==> src/sv/vmms_pkg.sv <==
// ----------------------------------------------------------------------------
// vmms_pkg
// Shared types and constants for the vector min/max/sum/deviation reducer.
// ----------------------------------------------------------------------------
package vmms_pkg;

    localparam logic [1:0] MODE_MIN = 2'd0;
    localparam logic [1:0] MODE_MAX = 2'd1;
    localparam logic [1:0] MODE_SUM = 2'd2;
    localparam logic [1:0] MODE_SD  = 2'd3;

    localparam logic CFG_MODE = 1'b0;
    localparam logic CFG_MEAN = 1'b1;

    // Classified word passed from the front part to the back part.
    typedef struct packed {
        logic [1:0]  mode;
        logic [31:0] sample;
        logic [32:0] diff;     // sample minus mean, 33 bits signed
        logic        last;
    } t_item;

endpackage

==> src/sv/vmms_front.sv <==
// ----------------------------------------------------------------------------
// vmms_front
// Accepts sample words, registers each with its mode and forms the difference to mean.
// ----------------------------------------------------------------------------
module vmms_front (
    input  logic                 i_clk,
    input  logic                 i_rst_n,
    input  logic                 i_valid,
    output logic                 o_ready,
    input  logic [31:0]          i_sample,
    input  logic                 i_last,
    input  logic [1:0]           i_mode,
    input  logic [31:0]          i_mean,
    output logic                 o_valid,
    input  logic                 i_ready,
    output vmms_pkg::t_item      o_item
);
    logic            r_valid;
    vmms_pkg::t_item r_item;

    assign o_ready = !r_valid || i_ready;
    assign o_valid = r_valid;
    assign o_item  = r_item;

    always_ff @(posedge i_clk) begin
        if (!i_rst_n) begin
            r_valid <= 1'b0;
        end else if (o_ready) begin
            r_valid <= i_valid;
        end
        if (o_ready && i_valid) begin
            r_item.mode   <= i_mode;
            r_item.sample <= i_sample;
            r_item.diff   <= {i_sample[31], i_sample} - {i_mean[31], i_mean};
            r_item.last   <= i_last;
        end
    end
endmodule

==> src/sv/vmms_fifo.sv <==
// ----------------------------------------------------------------------------
// vmms_fifo
// Two-entry queue between front and back parts.
// ----------------------------------------------------------------------------
module vmms_fifo (
    input  logic            i_clk,
    input  logic            i_rst_n,
    input  logic            i_valid,
    output logic            o_ready,
    input  vmms_pkg::t_item i_item,
    output logic            o_valid,
    input  logic            i_ready,
    output vmms_pkg::t_item o_item
);
    vmms_pkg::t_item r_mem [2];
    logic            r_wp, r_rp;
    logic [1:0]      r_cnt;
    logic            w_push, w_pop;

    assign o_ready = (r_cnt != 2'd2);
    assign o_valid = (r_cnt != 2'd0);
    assign o_item  = r_mem[r_rp];
    assign w_push  = i_valid && o_ready;
    assign w_pop   = o_valid && i_ready;

    always_ff @(posedge i_clk) begin
        if (!i_rst_n) begin
            r_wp  <= 1'b0;
            r_rp  <= 1'b0;
            r_cnt <= 2'd0;
        end else begin
            if (w_push) r_wp <= !r_wp;
            if (w_pop)  r_rp <= !r_rp;
            r_cnt <= r_cnt + {1'b0, w_push} - {1'b0, w_pop};
        end
        if (w_push) r_mem[r_wp] <= i_item;
    end

    always_ff @(posedge i_clk) begin
        if (i_rst_n) begin
            assert (r_cnt != 2'd3) else $error("queue count out of range");
        end
    end
    a_no_over: assert property (@(posedge i_clk) disable iff (!i_rst_n)
        r_cnt == 2'd2 |-> !o_ready) else $error("queue overrun");
    a_cnt_pop: assert property (@(posedge i_clk) disable iff (!i_rst_n)
        (w_pop && !w_push) |=> r_cnt == $past(r_cnt) - 2'd1) else $error("count slip");
    a_cnt_push: assert property (@(posedge i_clk) disable iff (!i_rst_n)
        (w_push && !w_pop) |=> r_cnt == $past(r_cnt) + 2'd1) else $error("count slip");
endmodule

==> src/sv/vmms_back.sv <==
// ----------------------------------------------------------------------------
// vmms_back
// Folds words into running state; at the last word of a deviation vector runs divide and square root.
// ----------------------------------------------------------------------------
module vmms_back #(
    parameter int MAX_ELEMENTS = 1048576
) (
    input  logic            i_clk,
    input  logic            i_rst_n,
    input  logic            i_valid,
    output logic            o_ready,
    input  vmms_pkg::t_item i_item,
    output logic            o_valid,
    input  logic            i_ready,
    output logic [63:0]     o_result_value,
    output logic            o_saturated,
    output logic [20:0]     o_element_total
);
    localparam logic [20:0] MaxCnt = 21'(MAX_ELEMENTS);
    localparam logic [1:0] ST_ACC = 2'd0, ST_SQR = 2'd1, ST_DIV = 2'd2, ST_ROOT = 2'd3;

    logic [1:0]  r_st;
    logic [31:0] r_ext;
    logic [63:0] r_acc;
    logic [20:0] r_cnt;
    logic        r_sat, r_first;

    // squaring stage registers
    logic        r_sq_v, r_sq_last;
    logic [63:0] r_sq;
    logic        r_sq_sat;
    logic [1:0]  r_sq_mode;

    // divider / root
    logic [1:0]  r_fmode;
    logic [63:0] r_rem, r_quo;
    logic [20:0] r_den;
    logic [5:0]  r_i;
    logic [63:0] r_v, r_root, r_bit;

    logic        r_ov;
    logic [63:0] r_ores;
    logic        r_osat;
    logic [20:0] r_ocnt;

    logic        w_take;
    logic [31:0] w_d;
    logic        w_dsat;
    logic [31:0] w_mag;
    logic signed [63:0] w_s64;
    logic [64:0] w_sum;
    logic [64:0] w_part;
    logic [63:0] w_rb;

    assign o_ready = (r_st == ST_ACC) && !r_sq_v;
    assign w_take  = i_valid && o_ready;
    assign o_valid = r_ov;
    assign o_result_value  = r_ores;
    assign o_saturated     = r_osat;
    assign o_element_total = r_ocnt;

    always_comb begin
        w_dsat = 1'b0;
        w_d    = i_item.diff[31:0];
        if (i_item.diff[32] != i_item.diff[31]) begin
            w_dsat = 1'b1;
            w_d    = i_item.diff[32] ? 32'h8000_0000 : 32'h7FFF_FFFF;
        end
        w_mag = w_d[31] ? (32'd0 - w_d) : w_d;
        w_s64 = {{32{i_item.sample[31]}}, i_item.sample};
        w_sum = {r_acc[63], r_acc} + {w_s64[63], w_s64};
        w_part = {r_v, r_rem[r_i]};
        w_rb  = r_root + r_bit;
    end

    always_ff @(posedge i_clk) begin
        if (!i_rst_n) begin
            r_st <= ST_ACC; r_ext <= '0; r_acc <= '0; r_cnt <= '0;
            r_sat <= 1'b0; r_first <= 1'b1; r_sq_v <= 1'b0; r_ov <= 1'b0;
        end else begin
            if (r_ov && i_ready) r_ov <= 1'b0;
            r_sq_v <= 1'b0;
            unique case (r_st)
                ST_ACC: begin
                    if (w_take) begin
                        if (r_cnt < MaxCnt) r_cnt <= r_cnt + 21'd1;
                        else r_sat <= 1'b1;
                        r_first <= 1'b0;
                        case (i_item.mode)
                            vmms_pkg::MODE_MIN, vmms_pkg::MODE_MAX: begin
                                if (r_first) r_ext <= i_item.sample;
                                else if (i_item.mode == vmms_pkg::MODE_MIN &&
                                         $signed(i_item.sample) < $signed(r_ext))
                                    r_ext <= i_item.sample;
                                else if (i_item.mode == vmms_pkg::MODE_MAX &&
                                         $signed(i_item.sample) > $signed(r_ext))
                                    r_ext <= i_item.sample;
                            end
                            vmms_pkg::MODE_SUM: begin
                                if (w_sum[64] != w_sum[63]) begin
                                    r_sat <= 1'b1;
                                    r_acc <= w_sum[64] ? 64'h8000_0000_0000_0000
                                                       : 64'h7FFF_FFFF_FFFF_FFFF;
                                end else r_acc <= w_sum[63:0];
                            end
                            default: ;
                        endcase
                        r_sq_v    <= 1'b1;
                        r_sq_mode <= i_item.mode;
                        r_sq_last <= i_item.last;
                        r_sq      <= {32'd0, w_mag} * {32'd0, w_mag} >> 16;
                        r_sq_sat  <= w_dsat;
                    end
                    if (r_sq_v) begin
                        if (r_sq_mode == vmms_pkg::MODE_SD) begin
                            if (r_sq_sat) r_sat <= 1'b1;
                            if ($signed(r_acc) > $signed(64'h7FFF_FFFF_FFFF_FFFF - r_sq)) begin
                                r_acc <= 64'h7FFF_FFFF_FFFF_FFFF;
                                r_sat <= 1'b1;
                            end else r_acc <= r_acc + r_sq;
                        end
                        if (r_sq_last) begin
                            r_fmode <= r_sq_mode;
                            r_st    <= ST_SQR;
                        end
                    end
                end
                ST_SQR: begin
                    // latch final state, start the divide or register the min/max/sum result
                    r_rem <= (!r_acc[63] && r_acc != 64'd0 && r_cnt != 21'd0) ? r_acc : 64'd0;
                    r_quo <= '0;
                    r_den <= (r_cnt == 21'd0) ? 21'd1 : r_cnt;
                    r_i   <= 6'd63;
                    r_v   <= '0;
                    if (r_fmode == vmms_pkg::MODE_SD) r_st <= ST_DIV;
                    else if (!r_ov) begin
                        r_ov   <= 1'b1;
                        r_ores <= (r_fmode == vmms_pkg::MODE_SUM) ? r_acc
                                  : {{32{r_ext[31]}}, r_ext};
                        r_osat <= r_sat; r_ocnt <= r_cnt;
                        r_st <= ST_ACC;
                        r_ext <= '0; r_acc <= '0; r_cnt <= '0; r_sat <= 1'b0; r_first <= 1'b1;
                    end
                end
                ST_DIV: begin
                    // restoring divide, one quotient bit a cycle
                    if (w_part >= {44'd0, r_den}) begin
                        r_v <= 64'(w_part - {44'd0, r_den});
                        r_quo[r_i] <= 1'b1;
                    end else r_v <= w_part[63:0];
                    if (r_i == 6'd0) begin
                        r_st   <= ST_ROOT;
                        r_root <= '0;
                        r_bit  <= 64'h4000_0000_0000_0000;
                    end else r_i <= r_i - 6'd1;
                    if (r_i == 6'd0) r_rem <= '0;
                end
                ST_ROOT: begin
                    // The step index is still zero on the first cycle, when the
                    // clamped quotient is loaded as the radicand.
                    if (r_i == 6'd0) begin
                        r_rem <= ((r_quo > 64'h0000_7FFF_FFFF_FFFF) ? 64'h0000_7FFF_FFFF_FFFF
                                                                   : r_quo) << 16;
                        r_i   <= 6'd1;
                    end else if (r_bit != 64'd0) begin
                        if (r_rem >= w_rb) begin
                            r_rem  <= r_rem - w_rb;
                            r_root <= (r_root >> 1) + r_bit;
                        end else r_root <= r_root >> 1;
                        r_bit <= r_bit >> 2;
                    end else if (!r_ov) begin
                        r_ov   <= 1'b1;
                        r_ores <= r_root;
                        r_osat <= r_sat; r_ocnt <= r_cnt;
                        r_st <= ST_ACC;
                        r_ext <= '0; r_acc <= '0; r_cnt <= '0; r_sat <= 1'b0; r_first <= 1'b1;
                    end
                end
                default: r_st <= ST_ACC;
            endcase
        end
    end

    a_cnt_cap: assert property (@(posedge i_clk) disable iff (!i_rst_n)
        r_cnt <= MaxCnt) else $error("element count beyond limit");
    a_busy: assert property (@(posedge i_clk) disable iff (!i_rst_n)
        r_st != ST_ACC |-> !o_ready) else $error("accepting while finishing");
    a_ohold: assert property (@(posedge i_clk) disable iff (!i_rst_n)
        (r_ov && !i_ready) |=> r_ov && $stable(r_ores)) else $error("result dropped");
    a_tot: assert property (@(posedge i_clk) disable iff (!i_rst_n)
        r_ov |-> r_ocnt != 21'd0) else $error("empty result");
endmodule

==> src/sv/vector_min_max_sum_stddev.sv <==
// ----------------------------------------------------------------------------
// vector_min_max_sum_stddev
// Reduces a vector to its minimum, maximum, sum or standard deviation.
// ----------------------------------------------------------------------------
// Usage: sample words enter on i_valid/o_ready with i_last marking the final
// element of a vector. Configuration (mode, mean) is to be written on the
// i_cfg_valid/o_cfg_ready channel while the block is idle, which the block
// itself does not enforce; the channel is always ready. While a vector streams
// in, the back part takes a new sample only once its squaring stage has passed
// on the last one. After the last word, min, max and sum results are
// registered from the running state; the standard deviation adds a restoring
// divide and a 32-step square root, during which the back part takes no new
// sample.
// One result word leaves on o_valid/i_ready per vector. When the receiver
// stalls, the result register holds and the finishing sequencer waits, and
// the two-entry queue and front register fill before o_ready drops.
// Reset clears the mode and mean to zero and all running state; the next
// sample starts a new vector.
// ----------------------------------------------------------------------------
module vector_min_max_sum_stddev #(
    parameter int MAX_ELEMENTS = 1048576
) (
    input  logic        i_clk,
    input  logic        i_rst_n,
    input  logic        i_valid,
    output logic        o_ready,
    input  logic [31:0] i_sample,
    input  logic        i_last,
    output logic        o_valid,
    input  logic        i_ready,
    output logic [63:0] o_result_value,
    output logic        o_saturated,
    output logic [20:0] o_element_total,
    input  logic        i_cfg_valid,
    output logic        o_cfg_ready,
    input  logic        i_cfg_index,
    input  logic [31:0] i_cfg_data
);
    logic [1:0]  r_mode;
    logic [31:0] r_mean;
    logic            w_fv, w_fr, w_qv, w_qr;
    vmms_pkg::t_item w_fi, w_qi;

    assign o_cfg_ready = 1'b1;

    always_ff @(posedge i_clk) begin
        if (!i_rst_n) begin
            r_mode <= vmms_pkg::MODE_MIN;
            r_mean <= '0;
        end else if (i_cfg_valid) begin
            unique case (i_cfg_index)
                vmms_pkg::CFG_MODE: r_mode <= i_cfg_data[1:0];
                vmms_pkg::CFG_MEAN: r_mean <= i_cfg_data;
                default: ;
            endcase
        end
    end

    vmms_front u_front (
        .i_clk, .i_rst_n, .i_valid, .o_ready, .i_sample, .i_last,
        .i_mode(r_mode), .i_mean(r_mean),
        .o_valid(w_fv), .i_ready(w_fr), .o_item(w_fi)
    );

    vmms_fifo u_fifo (
        .i_clk, .i_rst_n, .i_valid(w_fv), .o_ready(w_fr), .i_item(w_fi),
        .o_valid(w_qv), .i_ready(w_qr), .o_item(w_qi)
    );

    vmms_back #(.MAX_ELEMENTS(MAX_ELEMENTS)) u_back (
        .i_clk, .i_rst_n, .i_valid(w_qv), .o_ready(w_qr), .i_item(w_qi),
        .o_valid, .i_ready, .o_result_value, .o_saturated, .o_element_total
    );
endmodule

==> config.mk <==
export PLATFORM = sky130hd
export DESIGN_NAME = vector_min_max_sum_stddev
export DESIGN_NICKNAME = d
export VERILOG_FILES = /design/src/sv/vmms_pkg.sv /design/src/sv/vmms_front.sv /design/src/sv/vmms_fifo.sv /design/src/sv/vmms_back.sv /design/src/sv/vector_min_max_sum_stddev.sv
export SDC_FILE = /design/constraint.sdc
export NUM_CORES = 2
export LEC_CHECK = 0
export BUFFER_PORTS_ARGS = -buffer_cell sky130_fd_sc_hd__buf_2
export CORE_MARGIN = 5
export CORE_UTILIZATION = 50
export DETAILED_ROUTE_END_ITERATION = 8
export PLACE_DENSITY_LB_ADDON = 0.25
export SYNTH_ARGS = -nofsm -noshare
export SYNTH_HDL_FRONTEND = slang
export SYNTH_SLANG_ARGS = --single-unit
==> constraint.sdc <==
create_clock -name i_clk -period 12.2 [get_ports i_clk]
set_clock_uncertainty 0.2 [all_clocks]
set_input_delay 1.83 -clock i_clk [delete_from_list [all_inputs] [get_ports i_clk]]
set_output_delay 1.83 -clock i_clk [all_outputs]
set_load 0.03 [all_outputs]
# Word level (Yosys, flattened, before mapping)
# Memories as Yosys holds them, arrays and structs flattened. A register that Yosys moved wholly into a read port is not among the register bits.
# Index checks and enable logic that the tools add are counted.
# op_classes
n_addsub	13
mul	1
div_mod_pow	0
n_lt_le_gt_ge	9
eq_ne	29
shifts	0
muxes	114
bitwise_logic	2
n_reduce_logical	48
# ops
op	count
2-to-1 mux 64 bit	30
one-hot mux 64 bit (2 select lines)	5
2-to-1 mux 32 bit	12
one-hot mux 64 bit (3 select lines)	2
2-to-1 mux 21 bit	10
nonzero test 64 bit	2
one-hot mux 32 bit (3 select lines)	1
adder 64 x 32 -> 65 bit	1
greater-or-equal comparator 65 x 21 -> 1 bit	1
adder 63 x 64 -> 64 bit	1
adder 64 x 48 -> 64 bit	1
adder 64 bit	1
greater-or-equal comparator 64 bit	1
> comparator 64 x 47 -> 1 bit (second input constant)	1
> comparator 64 bit	1
multiplier 32 x 32 -> 64 bit	1
bitwise OR 64 bit	1
subtractor 63 x 48 -> 64 bit (first input constant)	1
subtractor 64 x 21 -> 64 bit	1
subtractor 64 bit	1
one-hot mux 21 bit (3 select lines)	1
2-to-1 mux 48 bit	1
one-hot mux 21 bit (2 select lines)	1
2-to-1 mux 1 bit	34
43 further kinds	104
# word_totals
regBits	717
latch_bits	0
mem_bits_rw	136
mem_bits_ro	0
n_memories	1
# mem_list
name	depth	word_bits	read_ports	rd_ports_with_merged_regs	write_ports	line_no	source
u_fifo.r_mem	2	68	1	1	1	vmms_fifo.sv:15	vmms_pkg::t_item r_mem [2];

# Logic depth before layout (Yosys ltp)
# depth
ltp_word	10
ltp_mapped	47

# By module
# A second synthesis with hierarchy kept.
# hier_totals
hier_cells	9107
hier_area_um2	83744.1
# by_module_without_submodules
mod	instances	cells_per_inst	area_each_um2	seq_area_each_um2
vmms_back	1	8359	73082.6	16125.5
vmms_fifo	1	242	5253.8	4184.0
vmms_front	1	351	3933.8	2062.0
vector_min_max_sum_stddev	1	155	1473.9	680.7

# Least setup slack after synthesis
# No wires, ideal clock.
# synth_timing
path_kind	reg-to-reg
startpoint	register u_back.r_bit[0]
endpoint	register u_back.r_rem[0], enable pin
setup_time_ns	0.662
arrival_time_ns	12.036
t_required_ns	11.338
slack_ns	-0.697
stages_incl_launch_ff	28
synth_period_minus_slack_ns	12.897
path_cell_list	edfxtp_1 > ha_1 > ha_1 > a21o_1 > a31oi_1 > o21ai_0 > a21boi_0 > o22ai_1 > a221o_1 > o311a_1 > a211oi_1 > a21oi_1 > a21oi_1 > nor2b_1 > xnor2_1 > ha_1 > clkbuf_1 > nand4_1 > or4_1 > nor3_1 > nor3b_1 > nand3_1 > nand3_1 > and2_1 > clkbuf_1 > clkbuf_1 > o21a_1 > o41ai_1
# synth_between
elab_chain_len	4
# synth_rtl
element	line_no	source
start, declared	vmms_back.sv:39	logic [63:0] r_v, r_root, r_bit;
start signal, assigned	vmms_back.sv:170	r_bit <= r_bit >> 2;
adder 64 bit	vmms_back.sv:73	w_rb = r_root + r_bit;
greater-or-equal comparator 64 bit	vmms_back.sv:166	if (r_rem >= w_rb) begin
inequality test 3 x 1 -> 1 bit (no source line)	--	
AND reduction 5 bit (no source line) (*)	--	
end signal, assigned	vmms_back.sv:130	r_rem <= (!r_acc[63] && r_acc != 64'd0 && r_cnt != 21'd0) ? r_acc : 64'd0;
end signal, assigned	vmms_back.sv:162	r_rem <= ((r_quo > 64'h0000_7FFF_FFFF_FFFF) ? 64'h0000_7FFF_FFFF_FFFF
end signal, assigned	vmms_back.sv:167	r_rem <= r_rem - w_rb;
end, declared	vmms_back.sv:36	logic [63:0] r_rem, r_quo;
# Mark *: on every way between the ends. The rest lies on a longest branch, timed or not.
# A chain may end at the register's enable or synchronous reset.

==> flow_metrics.tcl <==
set metrics [dict create \
    status "complete, no violations" \
    synth.distinct_cells 109 \
    htree_levels 3 \
    synth_top_area_cell "edfxtp_1" \
    slew_violations 0 \
    routedWlPerCell_um 23.5 \
    grt_antenna_before_repair 5 \
    rows 148 \
    grt_pass1_wl_mm 402 \
    vias 67032 \
    reg2reg_slack_ns 0.61 \
    netlist_instances 8900 \
    synth.cell_area_mm2 0.0818 \
    clk_pin_slew_ns 0.06 \
    seq_area_frac_synth_pct 28.2 \
    grt_max_degree 76 \
    synth_most_common_cell "inv_1" \
    setup_viol_count_final 0 \
    die-width_um 414 \
    max-slew-margin-rel_pct 22.4 \
    arrival_ns 11.81 \
    syn2layout_area_growth_pct 8.46 \
    grt_remaining_overflow 0 \
    wirelength_mm 264 \
    numCtsBuffers 93 \
    routabilityCongestion 0.970 \
    hold-path-cell-count 0 \
    min-delay-start "u_front.o_item[30]" \
    cts_buffer_depth 3 \
    reg2reg_depth 38 \
    worst-setup-path-type "flop to flop" \
    min_to "u_fifo.r_mem[0][30]" \
    netlist_top_cells_count "inv_1 (1161), nand2_1 (925), nor2_1 (829)" \
    min_period_ns 11.59 \
    port_buffers 158 \
    design.die.area_mm2 0.172 \
    tritoncts "done" \
    max_freq_mhz 86.3 \
    clkSinkCount 822 \
    worst_slew_pin_slew_ns 1.16 \
    finalHoldViolCount 0 \
    num-nets-final 10457 \
    viasPerCell 5.97 \
    initial_core_util_pct 50.2 \
    synth.area.top_cells "edfxtp_1 (24%), fa_1 (20%), ha_1 (9.5%)" \
    r2r_end "u_back.r_sq[29]" \
    period_share_pct 95.0 \
    cts_hold_repair.buffers 0 \
    ys_warn_count 0 \
    maxCapViolations 0 \
    cpMostUsedCell "fa_1" \
    dpl.hpwl_mm 206 \
    fin_setup_tns_ns 0 \
    grt_use_total_pct 30.0 \
    grt_pass1_vias 67312 \
    start_kind "flop" \
    ys.flop_type "edfxtp_1" \
    crit_fanout 24 \
    async_flop_share_pct 0 \
    clkLatencyLatePin_ns 0.76 \
    required_ns 12.42 \
    detail-route-antenna-nets 0 \
    drt_first_pass_iters 6 \
    synth.ff_latch_count 822 \
    drtIter0Drc 6524 \
    yosysTopAreaCellShare_pct 24.2 \
    synth-edff-count 659 \
    core_mm2 0.163 \
    cpPeakStageDelay_ns 0.70 \
    synth_area_per_cell_um2 9.19 \
    cpMaxStageDelayCell "a2111oi_1" \
    hp-class "flop to flop" \
    fillers 14658 \
    io_pins 160 \
    fp.dieH_um 414 \
    rsz0062_at_grt "no" \
    end_kind "flop" \
    drc_errors 0 \
    cts-root-buf "clkbuf_16" \
    drive_above_1_share_pct 7.14 \
]
kinds of logic (layout without fill, tap and decap cells):
kind of cell             count (synthesis)  count (layout)  synth area share, %
AND/OR/NAND/NOR                       2534            2534                 13.9
AO/OA/AOI/OAI                         1990            1990                 15.2
buffers and inverters                 1570            1694                 7.30
adder cells (fa/ha/maj)               1427            1427                 29.1
flip-flops                             822             822                 28.2
XOR/XNOR                               415             415                 4.44
multiplexers                           140             140                 1.80
other                                    2              29              0.00918
layout by cell type, fill, tap and decap left out, types with 64 or more instances in the layout:
cell / synthesis / layout
mux2i_1: 87 / 83
nand4_1: 83 / 83
edfxtp_1: 659 / 659
nor3_1: 103 / 97
dfxtp_1: 163 / 162
xnor2_1: 241 / 241
inv_1: 1161 / 1161
buf_2: 20 / 158
a211oi_1: 69 / 69
nand3_1: 111 / 111
a21oi_1: 624 / 623
nand2_1: 925 / 924
o21a_1: 66 / 66
fa_1: 799 / 799
o21ai_0: 484 / 483
clkbuf_16: 0 / 93
and2_1: 65 / 64
xor2_1: 174 / 174
a31oi_1: 103 / 101
buf_4: 2 / 181
a21o_1: 194 / 194
or3_1: 81 / 81
nor4_1: 71 / 70
ha_1: 619 / 617
nor2_1: 829 / 824
cell type report:
cell class              count  area (µm²)  share of cell area, %
repair buffers            343        2220                   2.50
inverters                1176        4420                   4.98
well taps                2175        2720                   3.07
diodes                      3        7.51                0.00846
clock inverters            67         773                  0.872
flip-flops and latches    822       23100                   26.0
clock buffers             108        2420                   2.73
multi-input cells        6532       53100                   59.8
metal layers:
layer | GRT usage [%] | share of wire (%) | wire [µm] | up-vias
met5 | 0 | 0.0091 | 24 | -
met4 | 15.5 | 6.2 | 16300 | 4
met3 | 4.67 | 7.5 | 19900 | 747
met2 | 49.2 | 46 | 122000 | 2932
met1 | 38.6 | 40 | 105000 | 32835
li1 | - | - | - | 30514
sequential cells by signal, indices dropped and copies added (netlist names), 2 cells and up, named ones only:
signal	flops
u_back.r_st	2
u_back.r_i	6
r_mode	2
u_fifo.r_mem	136
u_back.r_sq_mode	2
u_back.r_quo	64
u_back.r_acc	64
u_fifo.r_cnt	2
u_back.r_rem	64
u_back.r_v	64
u_back.r_bit	32
r_mean	32
u_front.o_item	68
u_back.r_sq	48
u_back.r_cnt	21
u_back.r_fmode	2
u_back.o_result_value	64
u_back.o_element_total	21
u_back.r_root	64
u_back.r_den	21
u_back.r_ext	32
critical path: cells and delay by family (launching register included):
family | cells | cell delay (ns)
AOI/OAI and AO/OA | 10 | 2.70
xor gates and xnor gates | 1 | 0.14
adders and majority gates | 9 | 4.50
buffers and inverters | 9 | 1.36
DFF | 1 | 0.43
and+or+nand+nor | 9 | 1.96
per-stage QoR:
stage / utilization [%] / instances / hold WS [ns] / setup slack, ns / cell area, µm²
2_1_floorplan: - / 8924 / 0.208 / 0.865 / 81900
3_3_place_gp: 52.5 / 11044 / 0.222 / 0.434 / 85400
3_5_place_dp: 52.5 / 11044 / 0.221 / 0.206 / 85400
4_1_cts: 54.4 / 11219 / 0.220 / 0.103 / 88600
5_1_grt: 54.5 / 11223 / 0.229 / 0.112 / 88700
6_report: 54.5 / 11226 / 0.225 / 0.607 / 88700
what timing repair did:
item	4_1_cts	5_1_grt
setup buffers	0	4
endpoints found under the setup margin	0	15
resized for setup	0	9
hold endpoints to repair	0	0
worst max-delay path by stage:
stage	start	slack, ns	cells after the start	end
after floorplan	flop	0.86	42	u_back.r_sq[40]
after global placement	flop	0.43	36	u_back.r_sq[33]
after detailed placement	flop	0.21	36	u_back.r_sq[33]
after CTS	flop	0.10	36	u_back.r_sq[46]
after global routing	flop	0.11	38	u_back.r_sq[46]
final	flop	0.61	38	u_back.r_sq[29]
Power is not shown: default switching activity piles up to over one toggle a cycle in this logic, so the estimate is an artifact.
